<file path="config.mk">
export PLATFORM = sky130hd
export DESIGN_NAME = motor_speed_mode_generator
export DESIGN_NICKNAME = d
export VERILOG_FILES = /design/src/rtl/msmg_pkg.sv /design/src/rtl/motor_speed_mode_generator.sv
export VERILOG_INCLUDE_DIRS = /design/src /design/src/rtl
export SDC_FILE = /design/constraint.sdc
export NUM_CORES = 1
export LEC_CHECK = 0
export BUFFER_PORTS_ARGS = -buffer_cell sky130_fd_sc_hd__buf_2
export CELL_PAD_IN_SITES_DETAIL_PLACEMENT = 1
export CELL_PAD_IN_SITES_GLOBAL_PLACEMENT = 1
export CORE_MARGIN = 2
export CORE_UTILIZATION = 49
export DETAILED_ROUTE_END_ITERATION = 10
export PLACE_DENSITY = 0.84
export SYNTH_ARGS = -nofsm -noshare
export SYNTH_HDL_FRONTEND = slang
export SYNTH_SLANG_ARGS = --single-unit
</file>
<file path="constraint.sdc">
create_clock -name clk -period 13.8 [get_ports clk]
set_input_delay 2.76 -clock clk [delete_from_list [all_inputs] [get_ports clk]]
set_output_delay 2.76 -clock clk [all_outputs]
set_load 0.02 [all_outputs]
</file>
<file path="src/rtl/motor_speed_mode_generator_defines.svh">
// Assertion macros shared by the motor speed mode generator RTL.
`ifndef MOTOR_SPEED_MODE_GENERATOR_DEFINES_SVH
`define MOTOR_SPEED_MODE_GENERATOR_DEFINES_SVH

`ifndef ASSERT_OFF

// Same-cycle implication checked at every clock edge outside reset.
`define MSMG_ASSERT_IMP(lbl, ante, cons, msg) \
	lbl: assert property (@(posedge clk) disable iff (!arst_n) (ante) |-> (cons)) \
		else $error(msg);

// Next-cycle implication checked at every clock edge outside reset.
`define MSMG_ASSERT_NXT(lbl, ante, cons, msg) \
	lbl: assert property (@(posedge clk) disable iff (!arst_n) (ante) |=> (cons)) \
		else $error(msg);

`else

`define MSMG_ASSERT_IMP(lbl, ante, cons, msg)
`define MSMG_ASSERT_NXT(lbl, ante, cons, msg)

`endif

`endif

</file>
<file path="src/rtl/msmg_pkg.sv">
// Types, constants and pattern tables for the motor speed mode generator.
`default_nettype none

package msmg_pkg;

	// Fixed-point format of all speeds.
	localparam int FRAC_BITS = 8;
	localparam int SCALE     = 1 << FRAC_BITS;
	localparam int SPD_W     = 8 + FRAC_BITS;

	// Shared multiplier and divider widths.
	localparam int XW      = (FRAC_BITS + 1 > 16) ? FRAC_BITS + 1 : 16;
	localparam int MUL_W   = (SPD_W > 16) ? SPD_W : 16;
	localparam int PROD_W  = XW + MUL_W;
	localparam int DIV_W   = 16;
	localparam int CNT_W   = $clog2(PROD_W);
	localparam int RES_W   = PROD_W + 3;
	localparam int SAT_HI  = (255 * SCALE > 'hFFFF) ? 'hFFFF : 255 * SCALE;
	localparam int BASE_HI = 'hFFFF;

	// Pattern tables.
	localparam int MAX_PATTERN_STEPS = 6;
	localparam int IDX_W    = $clog2(MAX_PATTERN_STEPS);
	localparam int LEN_W    = $clog2(MAX_PATTERN_STEPS + 1);
	localparam int WAVE_LEN = 4;
	localparam int STEP_LEN = 6;
	localparam int WAVE_IW  = $clog2(WAVE_LEN);
	localparam int STEP_IW  = $clog2(STEP_LEN);

	// Configuration port.
	localparam int ADDR_W = 5;

	localparam logic [2:0] REG_MODE        = 3'd0;
	localparam logic [2:0] REG_START_SPEED = 3'd1;
	localparam logic [2:0] REG_MAX_SPEED   = 3'd2;
	localparam logic [2:0] REG_RAMP_TICKS  = 3'd3;
	localparam logic [2:0] REG_EDGE_DELAY  = 3'd4;
	localparam logic [2:0] REG_SENSITIVITY = 3'd5;
	localparam logic [2:0] REG_PAT_SELECT  = 3'd6;

	// Command codes carried by each request.
	localparam logic [1:0] FUNC_START = 2'd0;
	localparam logic [1:0] FUNC_TICK  = 2'd1;
	localparam logic [1:0] FUNC_STOP  = 2'd2;

	typedef enum logic [1:0] {
		MODE_RAMP = 2'd0,
		MODE_ENH  = 2'd1,
		MODE_DEPL = 2'd2,
		MODE_PAT  = 2'd3
	} mode_t;

	typedef enum logic [2:0] {
		ST_IDLE,
		ST_MUL_A,
		ST_DIV,
		ST_POST_A,
		ST_MUL_B,
		ST_FIN
	} state_t;

	typedef struct packed {
		logic [7:0] level;
		logic [7:0] hold;
		logic       ramp;
	} pat_entry_t;

	localparam pat_entry_t STEP_TAB [STEP_LEN] = '{
		'{8'd0,   8'd60, 1'b0},
		'{8'd64,  8'd60, 1'b0},
		'{8'd128, 8'd60, 1'b0},
		'{8'd194, 8'd60, 1'b0},
		'{8'd255, 8'd60, 1'b0},
		'{8'd255, 8'd60, 1'b1}
	};

	localparam pat_entry_t WAVE_TAB [WAVE_LEN] = '{
		'{8'd64,  8'd60, 1'b1},
		'{8'd255, 8'd30, 1'b1},
		'{8'd128, 8'd30, 1'b1},
		'{8'd255, 8'd60, 1'b1}
	};

	// Table lookup; an index past the end of the table reads the first entry.
	function automatic pat_entry_t pat_lookup(input logic sel, input logic [IDX_W-1:0] idx);
		pat_entry_t e;
		e = STEP_TAB[0];
		if (sel) begin
			if (int'(idx) < STEP_LEN) begin
				e = STEP_TAB[idx[STEP_IW-1:0]];
			end
		end else begin
			if (int'(idx) < WAVE_LEN) begin
				e = WAVE_TAB[idx[WAVE_IW-1:0]];
			end else begin
				e = WAVE_TAB[0];
			end
		end
		return e;
	endfunction

endpackage

`default_nettype wire

</file>
<file path="src/rtl/motor_speed_mode_generator.sv">
// Motor speed mode generator: register file, sequencer and shared multiply/divide unit.
//
// Usage: each request on the input channel (in_valid/in_ready) carries a command
// (func: start, tick or stop), the fed-back motor speed and an arousal reading.
// One result, the next motor speed in unsigned fixed point, leaves on the output
// channel (out_valid/out_ready). Mode and tuning values are written through the
// APB port; the user must do so only while no request is in flight, and the
// block itself does not enforce it; pready is always high. A request runs
// through a multiply step, the shared restoring divider and a finishing step; a
// depletion tick runs a second multiply and divide pass. The block takes a new
// request in the cycle after the result is registered, and not before. The
// divider retires one quotient bit per cycle over a 32-bit dividend, once per
// request and twice for a depletion tick.
// The result sits in an output register; a stalled receiver holds it there and
// the next request finishes into it only once it has been taken.
// Reset loads the default register values, clears the stop flag, base level and
// pattern position, and leaves the block idle and ready.
`default_nettype none
`include "motor_speed_mode_generator_defines.svh"

module motor_speed_mode_generator import msmg_pkg::*; (
	input  logic              clk,
	input  logic              arst_n,
	input  logic              psel,
	input  logic              penable,
	input  logic              pwrite,
	input  logic [ADDR_W-1:0] paddr,
	input  logic [31:0]       pwdata,
	output logic [31:0]       prdata,
	output logic              pready,
	input  logic              in_valid,
	output logic              in_ready,
	input  logic [1:0]        func,
	input  logic [15:0]       speed_now,
	input  logic [15:0]       arousal,
	output logic              out_valid,
	input  logic              out_ready,
	output logic [15:0]       speed_next
);

	localparam logic signed [RES_W-1:0] SAT_HI_E  = RES_W'(SAT_HI);
	localparam logic signed [RES_W-1:0] BASE_HI_E = RES_W'(BASE_HI);

	// Configuration registers.
	mode_t       mode_q;
	logic [7:0]  start_q;
	logic [7:0]  max_q;
	logic [15:0] ramp_q;
	logic [15:0] edge_dly_q;
	logic [15:0] sens_q;
	logic        pat_sel_q;

	// Block state.
	logic             stop_q;
	logic [15:0]      base_q;
	logic [IDX_W-1:0] step_idx_q;
	logic [7:0]       hold_q;

	// Sequencer and datapath registers.
	state_t            state_q, state_d;
	logic [1:0]        func_q;
	logic [15:0]       now_q;
	logic [15:0]       ar_q;
	logic [PROD_W-1:0] div_quo_q;
	logic [DIV_W-1:0]  div_rem_q;
	logic [DIV_W-1:0]  divisor_q;
	logic              neg_q;
	logic [CNT_W-1:0]  cnt_q;
	logic              pass_b_q;
	logic              out_valid_q;
	logic [15:0]       speed_next_q;

	// Sequencer strobes.
	logic ld_in, ld_mul, div_step, base_upd, fin_go;

	logic [2:0] cfg_idx;
	logic       cfg_wr;

	assign cfg_idx = paddr[ADDR_W-1:2];
	assign cfg_wr  = psel & penable & pwrite;
	assign pready  = 1'b1;

	// Register writes.
	always_ff @(posedge clk or negedge arst_n) begin
		if (!arst_n) begin
			mode_q     <= MODE_RAMP;
			start_q    <= 8'd0;
			max_q      <= 8'd255;
			ramp_q     <= 16'd1500;
			edge_dly_q <= 16'd500;
			sens_q     <= 16'd600;
			pat_sel_q  <= 1'b0;
		end else if (cfg_wr) begin
			case (cfg_idx)
				REG_MODE:        mode_q     <= mode_t'(pwdata[1:0]);
				REG_START_SPEED: start_q    <= pwdata[7:0];
				REG_MAX_SPEED:   max_q      <= pwdata[7:0];
				REG_RAMP_TICKS:  ramp_q     <= pwdata[15:0];
				REG_EDGE_DELAY:  edge_dly_q <= pwdata[15:0];
				REG_SENSITIVITY: sens_q     <= pwdata[15:0];
				REG_PAT_SELECT:  pat_sel_q  <= pwdata[0];
				default: begin
				end
			endcase
		end
	end

	// Register reads.
	always_comb begin
		prdata = 32'd0;
		case (cfg_idx)
			REG_MODE:        prdata = {30'd0, mode_q};
			REG_START_SPEED: prdata = {24'd0, start_q};
			REG_MAX_SPEED:   prdata = {24'd0, max_q};
			REG_RAMP_TICKS:  prdata = {16'd0, ramp_q};
			REG_EDGE_DELAY:  prdata = {16'd0, edge_dly_q};
			REG_SENSITIVITY: prdata = {16'd0, sens_q};
			REG_PAT_SELECT:  prdata = {31'd0, pat_sel_q};
			default:         prdata = 32'd0;
		endcase
	end

	// Speeds scaled to fixed point and sign-extended for the result arithmetic.
	logic [SPD_W-1:0]        s_val, m_val;
	logic signed [RES_W-1:0] s_e, m_e, now_e, base_e;

	assign s_val  = {start_q, {FRAC_BITS{1'b0}}};
	assign m_val  = {max_q, {FRAC_BITS{1'b0}}};
	assign s_e    = $signed({{(RES_W-SPD_W){1'b0}}, s_val});
	assign m_e    = $signed({{(RES_W-SPD_W){1'b0}}, m_val});
	assign now_e  = $signed({{(RES_W-16){1'b0}}, now_q});
	assign base_e = $signed({{(RES_W-16){1'b0}}, base_q});

	// Pattern position: a start restarts the table, an index past the table wraps to zero.
	logic [LEN_W-1:0] pat_len;
	logic [IDX_W-1:0] idx_eff;
	logic [LEN_W-1:0] idx_inc;
	logic [IDX_W-1:0] idx_nxt;
	logic [7:0]       hold_new;
	pat_entry_t       pat_cur, pat_nx;
	logic             pat_adv;
	logic [8:0]       pat_diff;
	logic [7:0]       pat_abs;

	always_comb begin
		pat_len = pat_sel_q ? LEN_W'(STEP_LEN) : LEN_W'(WAVE_LEN);
		if (func_q == FUNC_START || LEN_W'(step_idx_q) >= pat_len) begin
			idx_eff = '0;
		end else begin
			idx_eff = step_idx_q;
		end
		hold_new = (func_q == FUNC_START) ? 8'd1 : hold_q + 8'd1;
		idx_inc  = LEN_W'(idx_eff) + LEN_W'(1);
		idx_nxt  = (idx_inc == pat_len) ? '0 : idx_inc[IDX_W-1:0];
		pat_cur  = pat_lookup(pat_sel_q, idx_eff);
		pat_nx   = pat_lookup(pat_sel_q, idx_nxt);
		pat_adv  = hold_new > pat_cur.hold;
		pat_diff = {1'b0, pat_nx.level} - {1'b0, pat_cur.level};
		pat_abs  = pat_diff[8] ? 8'(~pat_diff[7:0] + 8'd1) : pat_diff[7:0];
	end

	// Operand selection for the shared multiplier and divider.
	logic [8:0]        rng_diff;
	logic [7:0]        rng_abs;
	logic [DIV_W-1:0]  ramp_d, edge_d, sens_d;
	logic [XW-1:0]     mul_x;
	logic [MUL_W-1:0]  mul_y;
	logic [DIV_W-1:0]  mul_d;
	logic              mul_neg;
	logic [PROD_W-1:0] mul_p;

	assign rng_diff = {1'b0, max_q} - {1'b0, start_q};
	assign rng_abs  = rng_diff[8] ? 8'(~rng_diff[7:0] + 8'd1) : rng_diff[7:0];
	assign ramp_d   = (ramp_q == '0) ? DIV_W'(1) : ramp_q;
	assign edge_d   = (edge_dly_q == '0) ? DIV_W'(1) : edge_dly_q;
	assign sens_d   = (sens_q == '0) ? DIV_W'(1) : sens_q;

	always_comb begin
		mul_x   = XW'(SCALE);
		mul_y   = '0;
		mul_d   = DIV_W'(1);
		mul_neg = 1'b0;
		if (state_q == ST_MUL_B) begin
			// Depletion reduction: base times arousal over sensitivity.
			mul_x = XW'(ar_q);
			mul_y = MUL_W'(base_q);
			mul_d = sens_d;
		end else if (mode_q == MODE_PAT) begin
			// Pattern ramp towards the next level over the hold time.
			mul_y   = MUL_W'(pat_abs);
			mul_neg = pat_diff[8];
			mul_d   = {{(DIV_W-8){1'b0}}, pat_cur.hold};
		end else if (func_q == FUNC_TICK) begin
			case (mode_q)
				MODE_RAMP, MODE_DEPL: begin
					mul_y   = MUL_W'(rng_abs);
					mul_neg = rng_diff[8];
					mul_d   = ramp_d;
				end
				MODE_ENH: begin
					if (stop_q) begin
						mul_y   = MUL_W'(max_q);
						mul_neg = 1'b1;
						mul_d   = edge_d;
					end else begin
						mul_x   = XW'(ar_q);
						mul_y   = MUL_W'({rng_abs, {FRAC_BITS{1'b0}}});
						mul_neg = rng_diff[8];
						mul_d   = sens_d;
					end
				end
				default: begin
				end
			endcase
		end
	end

	// Full-width product of the selected operands.
	assign mul_p = mul_x * mul_y;

	// One restoring divide step per cycle.
	logic [DIV_W:0]   rem_sh, rem_diff;
	logic             rem_ge;
	logic [DIV_W-1:0] rem_nx;
	logic             div_last;

	assign rem_sh   = {div_rem_q, div_quo_q[PROD_W-1]};
	assign rem_ge   = rem_sh >= {1'b0, divisor_q};
	assign rem_diff = rem_sh - {1'b0, divisor_q};
	assign rem_nx   = rem_ge ? rem_diff[DIV_W-1:0] : rem_sh[DIV_W-1:0];
	assign div_last = cnt_q == CNT_W'(PROD_W - 1);

	// Signed quotient, truncated toward zero.
	logic signed [RES_W-1:0] q_e, qs;

	assign q_e = $signed({{(RES_W-PROD_W){1'b0}}, div_quo_q});
	assign qs  = neg_q ? -q_e : q_e;

	// Depletion base level after one ramp increment, saturated to 16 bits.
	logic signed [RES_W-1:0] b_sum;
	logic [15:0]             b_new;

	always_comb begin
		b_sum = base_e + qs;
		if (base_e >= m_e) begin
			b_new = base_q;
		end else if (b_sum < 0) begin
			b_new = 16'd0;
		end else if (b_sum > BASE_HI_E) begin
			b_new = 16'hFFFF;
		end else begin
			b_new = b_sum[15:0];
		end
	end

	// Result selection and output saturation.
	logic signed [RES_W-1:0] pat_r, depl_f, res_r;
	logic [15:0]             res_sat;

	always_comb begin
		if (pat_adv) begin
			pat_r = $signed({{(RES_W-SPD_W){1'b0}}, pat_nx.level, {FRAC_BITS{1'b0}}});
		end else if (pat_cur.ramp) begin
			pat_r = now_e + qs;
		end else begin
			pat_r = $signed({{(RES_W-SPD_W){1'b0}}, pat_cur.level, {FRAC_BITS{1'b0}}});
		end
		depl_f = base_e - qs;
		res_r  = now_e;
		case (func_q)
			FUNC_START: res_r = (mode_q == MODE_PAT) ? pat_r : s_e;
			FUNC_STOP:  res_r = (mode_q == MODE_ENH) ? m_e : '0;
			FUNC_TICK: begin
				case (mode_q)
					MODE_RAMP: res_r = (now_e < m_e - qs) ? now_e + qs : m_e;
					MODE_ENH: begin
						if (!stop_q) begin
							res_r = s_e + qs;
						end else if (edge_dly_q != '0) begin
							res_r = now_e + qs;
						end else begin
							res_r = now_e;
						end
					end
					MODE_DEPL: begin
						if (depl_f < s_e) begin
							res_r = s_e;
						end else if (depl_f > m_e) begin
							res_r = m_e;
						end else begin
							res_r = depl_f;
						end
					end
					default: res_r = pat_r;
				endcase
			end
			default: res_r = now_e;
		endcase
		if (res_r < 0) begin
			res_sat = 16'd0;
		end else if (res_r > SAT_HI_E) begin
			res_sat = 16'(SAT_HI);
		end else begin
			res_sat = res_r[15:0];
		end
	end

	// Sequencer state register.
	always_ff @(posedge clk or negedge arst_n) begin
		if (!arst_n) begin
			state_q <= ST_IDLE;
		end else begin
			state_q <= state_d;
		end
	end

	// Sequencer next state and strobes.
	always_comb begin
		state_d  = state_q;
		in_ready = 1'b0;
		ld_in    = 1'b0;
		ld_mul   = 1'b0;
		div_step = 1'b0;
		base_upd = 1'b0;
		fin_go   = 1'b0;
		case (state_q)
			ST_IDLE: begin
				in_ready = 1'b1;
				if (in_valid) begin
					ld_in   = 1'b1;
					state_d = ST_MUL_A;
				end
			end
			ST_MUL_A: begin
				ld_mul  = 1'b1;
				state_d = ST_DIV;
			end
			ST_DIV: begin
				div_step = 1'b1;
				if (div_last) begin
					if (!pass_b_q && func_q == FUNC_TICK && mode_q == MODE_DEPL) begin
						state_d = ST_POST_A;
					end else begin
						state_d = ST_FIN;
					end
				end
			end
			ST_POST_A: begin
				base_upd = 1'b1;
				state_d  = ST_MUL_B;
			end
			ST_MUL_B: begin
				ld_mul  = 1'b1;
				state_d = ST_DIV;
			end
			ST_FIN: begin
				if (!out_valid_q || out_ready) begin
					fin_go  = 1'b1;
					state_d = ST_IDLE;
				end
			end
			default: state_d = ST_IDLE;
		endcase
	end

	// Request capture, multiplier and divider datapath.
	always_ff @(posedge clk) begin
		if (ld_in) begin
			func_q <= func;
			now_q  <= speed_now;
			ar_q   <= arousal;
		end
		if (ld_mul) begin
			div_quo_q <= mul_p;
			div_rem_q <= '0;
			divisor_q <= mul_d;
			neg_q     <= mul_neg;
			cnt_q     <= '0;
			pass_b_q  <= state_q == ST_MUL_B;
		end else if (div_step) begin
			div_quo_q <= {div_quo_q[PROD_W-2:0], rem_ge};
			div_rem_q <= rem_nx;
			cnt_q     <= cnt_q + CNT_W'(1);
		end
		if (fin_go) begin
			speed_next_q <= res_sat;
		end
	end

	// Stop flag, base level, pattern position and output valid.
	always_ff @(posedge clk or negedge arst_n) begin
		if (!arst_n) begin
			stop_q      <= 1'b0;
			base_q      <= 16'd0;
			step_idx_q  <= '0;
			hold_q      <= 8'd0;
			out_valid_q <= 1'b0;
		end else begin
			if (base_upd) begin
				base_q <= b_new;
			end
			if (fin_go) begin
				out_valid_q <= 1'b1;
				if (mode_q == MODE_PAT && (func_q == FUNC_START || func_q == FUNC_TICK)) begin
					if (pat_adv) begin
						step_idx_q <= idx_nxt;
						hold_q     <= 8'd0;
					end else begin
						step_idx_q <= idx_eff;
						hold_q     <= hold_new;
					end
				end
				if (mode_q == MODE_ENH && func_q == FUNC_START) begin
					stop_q <= 1'b0;
				end
				if (mode_q == MODE_ENH && func_q == FUNC_STOP) begin
					stop_q <= 1'b1;
				end
				if (mode_q == MODE_DEPL && func_q == FUNC_START) begin
					base_q <= 16'(s_val);
				end
			end else if (out_valid_q && out_ready) begin
				out_valid_q <= 1'b0;
			end
		end
	end

	assign out_valid  = out_valid_q;
	assign speed_next = speed_next_q;

	// The divider never runs with a zero divisor.
	`MSMG_ASSERT_IMP(a_div_nonzero, state_q == ST_DIV, divisor_q != '0, "divide by zero")

	// A request keeps the block busy in the following cycle.
	`MSMG_ASSERT_NXT(a_busy_after_req, in_valid && in_ready, !in_ready, "ready after request")

	// A result appears only out of the finishing step.
	`MSMG_ASSERT_IMP(a_out_from_fin, $rose(out_valid_q), $past(state_q == ST_FIN), "stray result")

	// The pattern position never passes the longest table.
	`MSMG_ASSERT_IMP(a_idx_range, 1'b1, int'(step_idx_q) < STEP_LEN, "step index out of range")

endmodule

`default_nettype wire

</file>
# Yosys cells after proc, flatten, opt, wreduce, memory -nomap -nowiden
# Memories as Yosys holds them, arrays and structs flattened.
# Index checks and enable logic that the tools add are counted.
# totals
ff_bits,220
latch_bits,0
mem_bits_rw,0
rom_bits,272
inputBits,78
output_inout_bits,51
elab_cells,211
memories,2
# mem_list
memory,depth,word_bits,rd,rd_ports_with_merged_regs,write_ports,line_no,text
(no name shown),8,17,1,0,0,msmg_pkg.sv:90,e = STEP_TAB[idx[STEP_IW-1:0]];
(no name shown),8,17,1,0,0,msmg_pkg.sv:90,
# classes
addsub,14
multipliers,1
div,0
n_lt_le_gt_ge,19
n_eq_ne,21
n_shift,0
mux,86
n_bitwise,8
reduce_logical,36
# op_table
op,n
$mux W16,25
$mux W35,9
$mux W17,14
$pmux W35 S3,2
$pmux W16 S7,1
$add A17 B35 Y35,3
$gt A35 B17 Y1 const B,2
$lt A35 B1 Y1 const B,2
$sub A17 B35 Y35,2
$bmux W17 S2,2
$mux W32,2
$pmux W16 S2,2
$logic_not A16 Y1,3
$gt A35 B17 Y1,1
$lt A17 B35 Y1,1
$lt A35 B17 Y1,1
$neg A32 Y35,1
$mul A16 B16 Y32,1
$mux W8,4
$add A8 B1 Y8 const B,3
$mux W3,7
$reduce_and A2 Y1,9
$sub A8 B8 Y9,2
$ge A17 B16 Y1,1
34 further kinds,85

# Depth between registers and ports, before layout
# logic_depth
word_depth,21
mapped_depth,55
ltp_nobuf,55

# Least setup slack after synthesis
# Ideal clock, no wire load.
# synth_path
kind,reg2reg
from,reg func_q[0]
to,reg div_quo_q[31] (data pin)
setup_ns,0.268
arrival_ns,10.646
setup_slack_ns,2.885
stages_incl_launch_ff,53
period_less_slack_ns,10.915
path_cell_list,edfxtp_1 > clkbuf_1 > or2_2 > clkbuf_1 > nand3_1 > inv_1 > ha_1 > xor2_1 > o21ai_0 > ha_1 > nand2_1 > nand2_1 > inv_1 > ha_1 > inv_1 > fa_1 > inv_1 > fa_1 > [... 17 more ...] > fa_1 > inv_1 > fa_1 > inv_1 > ha_1 > or2_2 > a21oi_1 > a31oi_1 > a41oi_1 > a211o_1 > a31oi_1 > and4_1 > o31a_1 > o21ai_0 > nand2b_1 > a21oi_1 > xnor2_1 > o21ai_0
# synth_between
elab_chain_len,20
# synth_rtl
item,line_no,text
start: declaration,motor_speed_mode_generator.sv:61,logic [1:0] func_q;
start signal: assignment,motor_speed_mode_generator.sv:369,func_q <= func;
$logic_not A2 Y1,motor_speed_mode_generator.sv:147,if (func_q == FUNC_START || LEN_W'(step_idx_q) >= pat_len) begin
$logic_or A1 B1 Y1,motor_speed_mode_generator.sv:147,
$mux W3,motor_speed_mode_generator.sv:147,
$add A3 B1 Y3,motor_speed_mode_generator.sv:153,idx_inc = LEN_W'(idx_eff) + LEN_W'(1);
$eq A3 B3 Y1,motor_speed_mode_generator.sv:154,idx_nxt = (idx_inc == pat_len) ? '0 : idx_inc[IDX_W-1:0];
$mux W3,motor_speed_mode_generator.sv:154,
$not A3 Y4 (not written as such) or $not A2 Y3 (tied branches),"msmg_pkg.sv:90, msmg_pkg.sv:94",
$mem_v2 Z8 W17 or $bmux W17 S2 (tied branches),n/a,
[... 4 more ...],n/a,
$sub A8 B8 Y9,motor_speed_mode_generator.sv:158,"pat_diff = {1'b0, pat_nx.level} - {1'b0, pat_cur.level};"
$not A8 Y8,motor_speed_mode_generator.sv:159,pat_abs = pat_diff[8] ? 8'(~pat_diff[7:0] + 8'd1) : pat_diff[7:0];
$add A8 B1 Y8,motor_speed_mode_generator.sv:159,
$mux W8,motor_speed_mode_generator.sv:159,
$mux W16,motor_speed_mode_generator.sv:188,end else if (mode_q == MODE_PAT) begin
$mux W16,motor_speed_mode_generator.sv:183,if (state_q == ST_MUL_B) begin
$mul A16 B16 Y32 (*),motor_speed_mode_generator.sv:219,assign mul_p = mul_x * mul_y;
$mux W32 (*),motor_speed_mode_generator.sv:373,if (ld_mul) begin
end signal: assignment,motor_speed_mode_generator.sv:374,div_quo_q <= mul_p;
end signal: assignment,motor_speed_mode_generator.sv:381,"div_quo_q <= {div_quo_q[PROD_W-2:0], rem_ge};"
end: declaration,motor_speed_mode_generator.sv:64,logic [PROD_W-1:0] div_quo_q;
# Mark *: on every way between the ends. The rest lies on a longest branch, timed or not. The select of a mux whose other input is x is not followed.
# A chain may end at the register's enable or synchronous reset.

# Worst setup path in the final report
# layout_path
from,reg pat_sel_q
to,reg div_quo_q[31] (data pin)
# layout_between
elab_chain_len,21
# layout_rtl
item,line_no,text
start: declaration,motor_speed_mode_generator.sv:51,logic pat_sel_q;
start signal: assignment,motor_speed_mode_generator.sv:101,REG_PAT_SELECT: pat_sel_q <= pwdata[0];
$mux W2,motor_speed_mode_generator.sv:146,pat_len = pat_sel_q ? LEN_W'(STEP_LEN) : LEN_W'(WAVE_LEN);
$ge A3 B3 Y1,motor_speed_mode_generator.sv:147,
$logic_or A1 B1 Y1,motor_speed_mode_generator.sv:147,
$mux W3,motor_speed_mode_generator.sv:147,
$add A3 B1 Y3,motor_speed_mode_generator.sv:153,
$eq A3 B3 Y1,motor_speed_mode_generator.sv:154,
$mux W3,motor_speed_mode_generator.sv:154,
$not A3 Y4 (not written as such) or $not A2 Y3 (tied branches),"msmg_pkg.sv:90, msmg_pkg.sv:94",
[... 5 more ...],n/a,
$sub A8 B8 Y9 (*),motor_speed_mode_generator.sv:158,
$not A8 Y8,motor_speed_mode_generator.sv:159,
$add A8 B1 Y8,motor_speed_mode_generator.sv:159,
$mux W8 (*),motor_speed_mode_generator.sv:159,
$mux W16 (*),motor_speed_mode_generator.sv:188,
$mux W16 (*),motor_speed_mode_generator.sv:183,
$mul A16 B16 Y32 (*),motor_speed_mode_generator.sv:219,
$mux W32 (*),motor_speed_mode_generator.sv:373,
# Marks and branches as above.

==> flow_metrics.py <==
metrics = {
    "timing": {
        "rsz0062_at_grt": "false",
        "finalSetupTns_ps": 0,
        "tightest_slew_ps": 1250,
        "maxSlewViolCount": 0,
        "period_share": 0.933,
        "final-setup-viol-count": 0,
        "fmax_mhz": 77.7,
        "final_hold_viol_count": 0,
        "hold_ws_ps": 468,
        "max_slew_margin": 0.142,
        "clock_skew_ps": 38.5,
        "period_needed_ps": 12870,
    },
    "final_layout": {
        "layout_common_cells": "395 x nand2_1, 369 x inv_1, 268 x nor2_1, 253 x ha_1, 203 x fa_1",
        "utilization": 0.534,
        "antennaDiodeCount": 0,
        "drive_gt1_frac": 0.105,
        "nets": 3952,
        "syn2layout_area_growth_pct": 7.84,
        "layout_commonest_cell": "nand2_1",
        "fin_area_um2": 30800,
    },
    "clock_network": {
        "cts_sinks": 220,
        "clk_path_buf_depth": 3,
        "cts_buffers": 28,
        "cts_root_buf": "clkbuf_16",
        "cts_tree": "done",
        "cts-htree-levels": 1,
        "ctsHoldBuffers": 0,
        "clk_latency_ps": 600,
        "clkTransAtPathRegs_ps": 60,
    },
    "floorplan": {
        "die_w_um": 245,
        "core_um2": 57600,
        "ios": 129,
        "row_count": 88,
        "start_util": 0.496,
        "dieHeight_um": 245,
        "fp.dieArea_um2": 60200,
    },
    "routing": {
        "remaining_drc_errors": 0,
        "vias": 26720,
        "wl_um": 110000,
        "drtAntennaViolNets": 0,
        "viasPerCell": 6.35,
        "wire_per_inst_um": 26.1,
        "drt_iter0_markers": 2071,
        "firstDrtPassIters": 6,
    },
    "placement": {
        "hpwl_um": 86500,
        "dpl-instance-area_um2": 29800,
        "io_buffers": 93,
        "gp_congestion": 1.02,
    },
    "worst_setup_path": {
        "arrival_ps": 13160,
        "reg2reg_from": "pat_sel_q",
        "cp-startpoint": "pat_sel_q",
        "cp.required_ps": 14090,
        "slowest_stage": "dfrtp_2",
        "critPathMaxStageDelay_ps": 620,
        "cp_common_cell": "inv_1",
        "path_buf_inv": 9,
        "path_class": "flip-flop to flip-flop",
        "critical-path-top-delay-family": "adder cells",
        "crit_fanout": 22,
        "end_kind": "flip-flop",
        "critPathLaunchType": "flip-flop",
    },
    "global_routing": {
        "grt_start_max_net_pins": 58,
        "grt_pass1_vias": 28719,
        "grt_overflow": 0,
        "grt.total_usage": 0.361,
        "grt_pass1_wl_um": 167000,
        "grt_antenna_before_repair": 0,
    },
    "power": {
        "vdd_ir_drop_max_v": 0.000141,
        "finalPower_mw": 8.86,
        "cellPowerDensity_nw_per_um2": 288,
        "p_leak_nw": 13.8,
    },
    "synthesis": {
        "synth.top_cell.area_share": 0.142,
        "synth-main-ff-cell": "edfxtp_1",
        "synth_edf_count": 100,
        "synth_seq_cells": 220,
        "syn-instance-count": 3375,
        "synthTopCellsByArea": "fa_1 14%, ha_1 11%, edfxtp_1 11%",
        "synth_area_um2": 28500,
        "synthDistinctLibCells": 105,
        "avgSynthCellArea_um2": 8.45,
        "yosysWarnings": 0,
        "synth_top_area_cell": "fa_1",
        "synth_seq_area_share": 0.208,
        "synthArstFlopShare": 0.450,
    },
    "job": {
        "maxCapViolCount": 0,
    },
    "min_path": {
        "worst_hold_path_type": "flip-flop to flip-flop",
        "hp-start": "cnt_q[4]",
    },
    "run_status": {
        "status": "completed",
    },
}
==> per-layer routing <==
metal,GRT usage,part of all wire,vias up
li1,-,-,11824
met1,0.419,0.38,13421
met2,0.627,0.48,1076
met3,0.0389,0.057,399
met4,0.244,0.078,0
met5,0,0,-
==> synth_stat cells (11+ instances only) <==
| library cell | number |
|---|---|
| o211ai_1 | 34 |
| and3_1 | 26 |
| dfrtp_1 | 74 |
| a21oi_1 | 166 |
| nor3_1 | 81 |
| nand2b_1 | 46 |
| a31oi_1 | 23 |
| nand2_1 | 395 |
| dfxtp_1 | 21 |
| edfxtp_1 | 100 |
| clkbuf_1 | 116 |
| or4_1 | 14 |
| fa_1 | 203 |
| mux2i_1 | 57 |
| mux2_2 | 65 |
| o41ai_1 | 11 |
| xnor2_1 | 115 |
| o22ai_1 | 21 |
| nor2b_1 | 35 |
| inv_1 | 369 |
| a221oi_1 | 14 |
| o31ai_1 | 18 |
| dfstp_2 | 25 |
| a21o_1 | 33 |
| nand4_1 | 34 |
| and2_1 | 41 |
| a22oi_1 | 21 |
| o21a_1 | 24 |
| nor2_1 | 268 |
| nand3_1 | 60 |
| buf_4 | 18 |
| o21ai_0 | 195 |
| a211oi_1 | 23 |
| nor4_1 | 32 |
| o21bai_1 | 12 |
| o21ai_1 | 13 |
| or2_2 | 15 |
| or3_1 | 29 |
| o221ai_1 | 12 |
| xor2_1 | 51 |
| ha_1 | 253 |
==> logic make-up after synthesis <==
family                   after synthesis  synth area share
AO/OA/AOI/OAI                        749             0.176
XOR/XNOR                             171            0.0538
adder cells (fa/ha/maj)              457             0.254
buffers and inverters                534            0.0744
flip-flops                           220             0.208
multiplexers                         123            0.0462
other                                  2          0.000263
AND/OR/NAND/NOR                     1119             0.188
==> where the power goes <==
part	total [mW]	switching, mW	internal, mW
combinational	6.78	4.41	2.37
sequential	1.30	0.314	0.985
clock	0.774	0.328	0.446
==> worst paths after layout <==
kind                                 end  slack [ps]  cells after the start
setup / recovery           div_quo_q[31]         930                     52
hold / removal                  cnt_q[4]         470                      2
setup reg to reg           div_quo_q[31]         930                     52
hold reg to reg                 cnt_q[4]         470                      2
max in group asynchronous      base_q[8]       10370                      2
min in group asynchronous      hold_q[4]        2190                      1
==> tightest hold or removal path: cells and delay by family, from the launching register on <==
kind	cells	cell delay [ps]
DFF	1	310
AOI/OAI and AO/OA	1	60
and+or+nand+nor	1	50
==> sequential cells by signal, summed over array words and instances (netlist names), 8 cells and up <==
name	flops
ar_q	16
base_q	16
edge_dly_q	16
sens_q	16
div_quo_q	32
ramp_q	16
div_rem_q	16
hold_q	8
speed_next	16
now_q	16
max_q	8
divisor_q	16
start_q	8
==> timing repair <==
item                                    4_1_cts  5_1_grt
setup buffers                                 0        6
hold endpoints to repair                      0        0
endpoints found under the setup margin        0        1
gates resized for setup                       0        2
==> layout make-up <==
class / instances / area [um2]
Clock buffer: 32 / 747
Clock inverter: 20 / 199
Fill cell: 6811 / 26800
Inverter: 375 / 1410
Multi-Input combinational cell: 2636 / 20600
Sequential cell: 220 / 5930
Tap cell: 765 / 957
Timing Repair Buffer: 157 / 948
==> through the flow <==
| step | instances | setup WS (ps) |
|---|---|---|
| after floorplan | 3390 | 2890 |
| final | 4205 | 930 |
| after CTS | 4199 | 727 |
| after global routing | 4205 | 60.4 |
| after detailed placement | 4147 | 809 |
| after global placement | 4147 | 1440 |
(Power assumes the default switching activity.)
